==> src/design/wsp_pkg.sv <==
// wheel speed from pulse periods: shared types, codes and constants
// used by wsp_speed_calc and wheel_speed_from_pulse_periods_unit
`default_nettype none

package wsp_pkg;

  // request and result payloads
  typedef struct packed {
    logic        operation;
    logic [31:0] capture_time;
  } wsp_in_t;

  typedef struct packed {
    logic        edge_accepted;
    logic [15:0] speed_value;
    logic [7:0]  pulses_counted;
    logic [31:0] partial_pulses;
    logic [31:0] pending_ticks;
  } wsp_out_t;

  // operation codes
  localparam logic OP_CAPTURE = 1'b0;
  localparam logic OP_TICK    = 1'b1;

  // configuration register indexes
  localparam int CFG_DATA_W = 8;
  typedef enum logic [0:0] {
    CFG_MILES_MODE   = 1'b0,
    CFG_RATIO_ADJUST = 1'b1
  } cfg_index_t;

  // top level sequencer
  typedef enum logic [2:0] {
    S_IDLE,
    S_DRAIN,
    S_DECIDE,
    S_CALC,
    S_DONE
  } wsp_state_t;

  // speed calculator sequencer
  typedef enum logic [1:0] {
    C_IDLE,
    C_MUL,
    C_DIV,
    C_DONE
  } calc_state_t;

  localparam logic [3:0]  IDLE_LIMIT    = 4'd10;
  localparam logic [15:0] SPEED_NO_TIME = 16'd25344;  // 99.0 in q8.8
  localparam logic [15:0] SPEED_MAX     = 16'hFFFF;
  localparam logic [9:0]  FACTOR_BASE   = 10'd100;

  // base ratios in q0.24, rounded to nearest
  localparam longint unsigned RATIO_KMH_Q24 =
    (64'd16777216 * 64'd129 + 64'd235) / 64'd470;
  localparam longint unsigned RATIO_MPH_Q24 =
    (64'd16777216 * 64'd645000 + 64'd1890974) / 64'd3781949;

  // arithmetic widths: pulses (PTR_W bits, 8 at the default depth) * factor (8b) is the serial multiplier
  localparam int NUM_W     = 64;
  localparam int MULT_W    = 20;
  localparam int DEN_W     = 39;   // 100 * ticks
  localparam int QUOT_W    = 16;
  localparam int DIV_STEPS = NUM_W - 16;  // dividend is num >> 16
  localparam int STEP_W    = 6;

  typedef struct packed {
    logic              start;
    logic [MULT_W-1:0] mult;
    logic [NUM_W-1:0]  k;
    logic [31:0]       ticks;
  } calc_req_t;

  typedef struct packed {
    logic              done;
    logic [QUOT_W-1:0] speed;
  } calc_resp_t;

endpackage

`default_nettype wire

==> src/design/wsp_speed_calc.sv <==
// speed calculator: floor(mult * k / (100 * ticks * 2^16)), saturated to 16 bits
// one shared 64-bit add/subtract unit does the shift-add multiply and the
// restoring divide; depends on wsp_pkg
`default_nettype none

module wsp_speed_calc (
  input  wire                 clk,
  input  wire                 rst,
  input  wsp_pkg::calc_req_t  req,
  output wsp_pkg::calc_resp_t resp
);
  import wsp_pkg::*;

  calc_state_t       state;
  calc_state_t       state_next;
  logic [STEP_W-1:0] step;
  logic [MULT_W-1:0] mult;
  logic [NUM_W-1:0]  kval;
  logic [NUM_W-1:0]  acc;
  logic [DEN_W-1:0]  den;
  logic [DEN_W-1:0]  rem;
  logic [QUOT_W-1:0] quot;
  logic              ovf;

  // shared adder
  logic [NUM_W-1:0] op_a;
  logic [NUM_W-1:0] op_b;
  logic             op_sub;
  logic [NUM_W:0]   sum;
  logic [DEN_W:0]   rem_sh;
  logic             ge;

  assign rem_sh = {rem, acc[NUM_W-1]};

  always_comb begin
    op_a   = '0;
    op_b   = '0;
    op_sub = 1'b0;
    if (state == C_DIV) begin
      op_a   = NUM_W'(rem_sh);
      op_b   = NUM_W'(den);
      op_sub = 1'b1;
    end else begin
      op_a = {acc[NUM_W-2:0], 1'b0};
      op_b = mult[MULT_W-1] ? kval : '0;
    end
    sum = {1'b0, op_a} + {1'b0, (op_sub ? ~op_b : op_b)} + (NUM_W+1)'(op_sub);
    ge  = sum[NUM_W];  // no borrow: remainder >= divisor
  end

  always_ff @(posedge clk) begin
    if (rst) begin
      state <= C_IDLE;
    end else begin
      state <= state_next;
    end
  end

  always_comb begin
    state_next = state;
    resp.done  = 1'b0;
    resp.speed = ovf ? SPEED_MAX : quot;
    unique case (state)
      C_IDLE: begin
        if (req.start) begin
          state_next = C_MUL;
        end
      end
      C_MUL: begin
        if (step == '0) begin
          state_next = C_DIV;
        end
      end
      C_DIV: begin
        if (step == '0) begin
          state_next = C_DONE;
        end
      end
      C_DONE: begin
        resp.done  = 1'b1;
        state_next = C_IDLE;
      end
      default: state_next = C_IDLE;
    endcase
  end

  always_ff @(posedge clk) begin
    unique case (state)
      C_IDLE: begin
        mult <= req.mult;
        kval <= req.k;
        acc  <= '0;
        // 100 * ticks as shifted adds
        den  <= (DEN_W'(req.ticks) << 6) + (DEN_W'(req.ticks) << 5) +
                (DEN_W'(req.ticks) << 2);
        step <= STEP_W'(MULT_W - 1);
      end
      C_MUL: begin
        acc  <= sum[NUM_W-1:0];
        mult <= {mult[MULT_W-2:0], 1'b0};
        step <= (step == '0) ? STEP_W'(DIV_STEPS - 1) : step - 1'b1;
        rem  <= '0;
        quot <= '0;
        ovf  <= 1'b0;
      end
      C_DIV: begin
        rem  <= ge ? sum[DEN_W-1:0] : rem_sh[DEN_W-1:0];
        quot <= {quot[QUOT_W-2:0], ge};
        ovf  <= ovf | quot[QUOT_W-1];
        acc  <= {acc[NUM_W-2:0], 1'b0};
        step <= step - 1'b1;
      end
      C_DONE: begin
        step <= '0;
      end
      default: step <= '0;
    endcase
  end

endmodule

`default_nettype wire

==> config.mk <==
export PLATFORM = sky130hd
export DESIGN_NAME = wsp_speed_calc
export DESIGN_NICKNAME = d
export VERILOG_FILES = /design/src/design/wsp_pkg.sv /design/src/design/wsp_speed_calc.sv
export SDC_FILE = /design/constraint.sdc
export NUM_CORES = 1
export LEC_CHECK = 0
export BUFFER_PORTS_ARGS = -buffer_cell sky130_fd_sc_hd__clkbuf_2
export CORE_ASPECT_RATIO = 1.5
export CORE_MARGIN = 1
export CORE_UTILIZATION = 52
export DETAILED_ROUTE_END_ITERATION = 6
export HOLD_SLACK_MARGIN = 0.05
export PLACE_DENSITY = 0.76
export SYNTH_ARGS = -nofsm -noshare
export SYNTH_HDL_FRONTEND = slang
export SYNTH_SLANG_ARGS = --single-unit
==> constraint.sdc <==
create_clock -name clk -period 11.8 [get_ports clk]
set_clock_uncertainty 0.05 [all_clocks]
set_input_delay 2.36 -clock clk [delete_from_list [all_inputs] [get_ports clk]]
set_output_delay 2.36 -clock clk [all_outputs]
set_load 0.02 [all_outputs]
* Word-level counts from Yosys, hierarchy flattened
Cells that the tools add are included.
** Operators by class
- Add/subtract/negate cells :: 5
- Bitwise logic cells :: 2
- Equality and inequality tests :: 6
- Muxes and demuxes :: 19
- Reductions and logical operators :: 6
** Operators with widths (count)
- 64-bit two-way mux :: 4
- 64-bit one-hot mux with 3 select lines :: 1
- 39-bit one-hot mux with 2 select lines :: 1
- 64-bit by 64-bit adder with 65-bit output :: 1
- 65-bit by 1-bit adder with 65-bit output :: 1
- 64-bit NOT :: 1
- 20-bit one-hot mux with 2 select lines :: 1
- 38-bit by 37-bit adder with 39-bit output :: 1
- 39-bit by 34-bit adder with 39-bit output :: 1
- 39-bit two-way mux :: 1
- 16-bit one-hot mux with 2 select lines :: 1
- 6-bit one-hot mux with 4 select lines :: 1
- 16-bit two-way mux :: 1
- 2-bit one-hot mux with 4 select lines :: 1
- 6-bit zero test :: 1
- 2-bit two-way mux :: 3
- 6-bit two-way mux :: 1
- 6-bit by 1-bit subtractor with 6-bit output (second input constant) :: 1
- 2-bit equality test (second input constant) :: 2
- 2-bit != test (second input constant) :: 2
- 2-bit nonzero test :: 2
- 3-bit AND reduction :: 1
- 3-bit nonzero test :: 1
- 2-bit by 1-bit equality test with 1-bit output (second input constant) :: 1
- other kinds (5) :: 6
** Storage, ports and cells
- Flip-flop bits (word level) :: 251
- Logic and storage cells :: 47
- Output and inout bits :: 17
- Input bits :: 119

* Logic depth before layout (Yosys ltp)
- Depth in word-level cells :: 8
- Gate-level depth with buffers :: 22
- Depth with buffers taken out :: 17

* Worst setup path before layout
No wires, ideal clock.
- Kind :: input to register
- Start point :: input req[0] (netlist bit)
- End point :: register den[36] (data pin)
- Setup time :: 272 ps
- Buffers on the path :: 0
- Data arrival time :: 5510 ps
- Data required time :: 11478 ps
- Setup slack :: 5968 ps
- Cell stages on the path :: 15
- Cells stage by stage :: fa_1 -> ha_1 -> inv_1 -> fa_1 -> nor2b_1 -> o21ai_1 -> a21oi_1 -> o211ai_2 -> a21oi_1 -> o31a_1 -> o2111a_1 -> o41ai_4 -> o21ai_2 -> and4_1 -> or4_1
** Between the ends
- Cells in the longest elaborated chain, start to end :: 2
** RTL lines
- from (decl) :: RTL line wsp_speed_calc.sv:9 : input wsp_pkg::calc_req_t req,
- 38-bit by 37-bit adder with 39-bit output :: RTL line wsp_speed_calc.sv:94 : den <= (DEN_W'(req.ticks) << 6) + (DEN_W'(req.ticks) << 5) +
- 39-bit by 34-bit adder with 39-bit output (*) :: RTL line wsp_speed_calc.sv:94
- to (signal assigned) :: RTL line wsp_speed_calc.sv:94
- to (decl) :: RTL line wsp_speed_calc.sv:20 : logic [DEN_W-1:0] den;
Every way passes the cells marked *; elsewhere a longest branch is shown, timed or not.
A chain may end at the register's enable or synchronous reset.

* Worst setup path after layout
- Start point :: register state[0]
- End point :: register rem[0] (data pin)
** Between the ends
- Cells in the longest elaborated chain, start to end :: 8
- Elaborated cells on any way between the ends :: 11
- Classes of those cells :: 2 x add/sub; 2 x eq/ne; 6 x mux; 1 x bitwise
** RTL lines
- from (decl) :: RTL line wsp_speed_calc.sv:14 : calc_state_t state;
- from (signal assigned) :: RTL line wsp_speed_calc.sv:55 : state <= state_next;
- 2-bit equality test :: RTL line wsp_speed_calc.sv:39, wsp_speed_calc.sv:88
- 64-bit two-way mux :: RTL line wsp_speed_calc.sv:39 : if (state == C_DIV) begin
- 64-bit NOT :: RTL line wsp_speed_calc.sv:47 : sum = {1'b0, op_a} + {1'b0, (op_sub ? ~op_b : op_b)} + (NUM_W+1)'(op_sub);
- 64-bit two-way mux :: RTL line wsp_speed_calc.sv:47
- 64-bit by 64-bit adder with 65-bit output :: RTL line wsp_speed_calc.sv:47
- 65-bit by 1-bit adder with 65-bit output :: RTL line wsp_speed_calc.sv:47
- 39-bit two-way mux :: RTL line wsp_speed_calc.sv:107 : rem <= ge ? sum[DEN_W-1:0] : rem_sh[DEN_W-1:0];
- 39-bit one-hot mux with 2 select lines (*) :: RTL line wsp_speed_calc.sv:88 : unique case (state)
- to (signal assigned) :: RTL line wsp_speed_calc.sv:107
- to (decl) :: RTL line wsp_speed_calc.sv:21 : logic [DEN_W-1:0] rem;
Marked as above.

==> results_dict.tcl <==
set metrics [dict create \
    critPathTopFamily "compound AO/OA/AOI/OAI gates" \
    cts_buffer_depth 3 \
    ant_nets 0 \
    track_usage_pct 22.88 \
    avgSynthCellArea_sq_um 10.53 \
    fin_tns_setup_ns 0 \
    dieArea_sq_um 32110 \
    port_buffers 135 \
    syn-num-nets 1806 \
    crit_buf_inv 3 \
    synth_enable_flop_cells 241 \
    synth_seq_cells 249 \
    yosys_warnings 0 \
    final_area_sq_um 18160 \
    clkLatencyLatePin_ns 0.55 \
    drive_above_1_share_pct 16.78 \
    syn_to_final_growth_pct 11.27 \
    grt_pass1_vias 12270 \
    clk_pin_slew_worst_paths_ns 0.07 \
    htree_levels 1 \
    antenna_found_initial 0 \
    dr.first_iter.drc_count 627 \
    routedWlPerCell_um 17.47 \
    layout.nets 1907 \
    postCtsResizedCells 0 \
    dp_hpwl_um 26100 \
    place_area_sq_um 17300 \
    ir_worst_vdd_mv 0.1672 \
    diodes 0 \
    drv_slew 0 \
    place_inst 2030 \
    grt_setup_unrepaired "no" \
    cts_tree "done" \
    relSlewSlack_pct 31.57 \
    finalCriticalPeriod_ns 5.857 \
    num_rows 79 \
    yosysUniqueCellTypes 68 \
    pin_count 136 \
    synthCells 1550 \
    crit_chain "inv_1 > ha_2 > buf_4 > inv_2 > nand2_1 > fa_1 > a21oi_1 > o21a_1 > o31a_1 > a311oi_2 > o211ai_1 > a2111o_1 > nand2_1 > a211o_1 > nand2_4 > or3_1 > a21oi_1" \
    postCtsSetupBuffers 0 \
    netlist_area_sq_um 16320 \
    final_common_cell "edfxtp_1" \
    hold_viol 0 \
    cp-startpoint "state[0]" \
    gp_congestion 0.9290 \
    p_leak_uw 0.007858 \
    async_flop_share_pct 0 \
    crit_type "reg2reg" \
    dr.pass1.iters 5 \
    vias_per_cell 5.811 \
    power.density_nw_per_um2 270.6 \
    ys_seq_area_share_pct 45.33 \
    fin_crit_sh_pct 49.63 \
    fmax_mhz 170.7 \
    critPathMaxStageDelay_ns 0.74 \
    layout_common_cells "edfxtp_1 (241), nand2_1 (180), clkbuf_2 (135), a21oi_1 (126), o21ai_0 (111)" \
    critPathCaptureType "register" \
    critPathArrivalTime_ns 6.20 \
    drv_cap 0 \
    start_util_pct 52.74 \
    grt_overflow 0 \
    dominantRegCellSynth "edfxtp_1" \
    grt_pass1_wl_um 59570 \
    critPathRequiredTime_ns 12.14 \
    die_w_um 146.6 \
    core_area_sq_um 30940 \
    fin_util_pct 58.69 \
    die_y_um 219.0 \
    critPathLaunchType "register" \
    cts_sinks 249 \
    status "finished clean" \
    wl_um 36240 \
    cp_max_fo 66 \
    setup_violations 0 \
    hold_class "reg2reg" \
    grt_max_degree 74 \
    drc 0 \
    ctsHoldBuffers 0 \
    root_buffer "clkbuf_16" \
    cts_buffers 24 \
    worst_pin_slew_ns 1.024 \
    holdCritStartpoint "acc[39]" \
    vias 12050 \
    final_cell_count_no_fill 2074 \
    critPathSlowestCell "buf_4" \
    r2r_start "state[0]" \
]
-- final cells by class --
class                      count  area, sq um
clock buffer                  29        619.3
clock inverter                15        241.5
fill                        2595        12780
inverter                      49        185.2
multi-input combinational   1184         8472
sequential                   249         7397
tap                          405        506.7
timing repair buffer         143        735.7
-- cells in the mapped netlist, drive strengths merged (6+ instances only) --
cell type,number,share of area (%)
a211oi,8,0.37
a21o,44,2.0
a21oi,126,3.9
a22o,35,1.9
a311oi,6,0.36
a31oi,10,0.38
and2,25,0.97
buf,13,0.48
clkbuf,55,1.3
dfxtp,8,0.98
edfxtp,241,44
fa,30,3.7
ha,107,8.2
inv,49,1.1
mux2,58,4.0
mux2i,35,2.1
nand2,181,4.2
nand3,13,0.40
nand4,19,0.73
nor2,107,2.5
nor2b,32,1.2
nor3,20,0.61
o211ai,6,0.31
o21a,11,0.55
o21ai,116,3.6
o21bai,19,0.87
o31ai,14,0.71
o41ai,6,0.48
or2,24,0.92
xnor2,60,3.2
xor2,28,1.5
-- sequential cells by signal (all words and copies together) (netlist names) --
| name | cells |
|---|---|
| acc | 64 |
| kval | 64 |
| rem | 39 |
| den | 37 |
| mult | 20 |
| quot | 16 |
| step | 6 |
| state | 2 |
| ovf | 1 |
-- metrics by stage --
step	hold slack, ns	total power [uW]	setup slack (ns)
6_report	0.4996	4914	5.943
5_1_grt	0.5133	5268	5.505
4_1_cts	0.5005	4932	5.993
3_5_place_dp	0.4845	4071	5.473
3_3_place_gp	0.4740	4004	5.522
2_1_floorplan	0.4622	3486	5.968
-- tightest hold or removal path: cells and delay by family, from the launching register on --
| kind | cells | cell delay, ns |
|---|---|---|
| AO/OA/AOI/OAI | 1 | 0.06 |
| AND/OR/NAND/NOR | 1 | 0.04 |
| flip-flops | 1 | 0.33 |
-- layer usage --
layer / global-route usage, % / share of wire, % / vias to the layer above / wire length [um]
met1: 27.00 / 41 / 5763 / 14880
met4: 8.993 / 3.1 / 0 / 1126
met2: 42.23 / 52 / 333 / 18750
met3: 2.536 / 4.1 / 72 / 1490
met5: 0 / 0 / - / 0
li1: - / - / 5883 / -
-- final timing paths --
check	to	slack, ns	cells past startpoint
max	rem[0]	5.94	17
min	acc[40]	0.50	2
max reg2reg	rem[0]	5.94	17
min reg2reg	acc[40]	0.50	2
-- cell families after synthesis --
kind of cell | Yosys count | share of synthesized area (%)
muxes | 93 | 6.149
AOI/OAI and AO/OA | 423 | 16.58
DFF | 249 | 45.33
buffers and inverters | 117 | 2.875
adders and majority gates | 137 | 11.88
xor gates and xnor gates | 88 | 4.723
and+or+nand+nor | 443 | 12.46
-- power by group --
group	leakage, uW	switching, uW	internal, uW
clock network	0.000410	335	508
logic	0.00483	1520	884
registers	0.00262	158	1510
total	0.00786	2020	2900
Note: power is estimated with default switching activity, not from simulation.
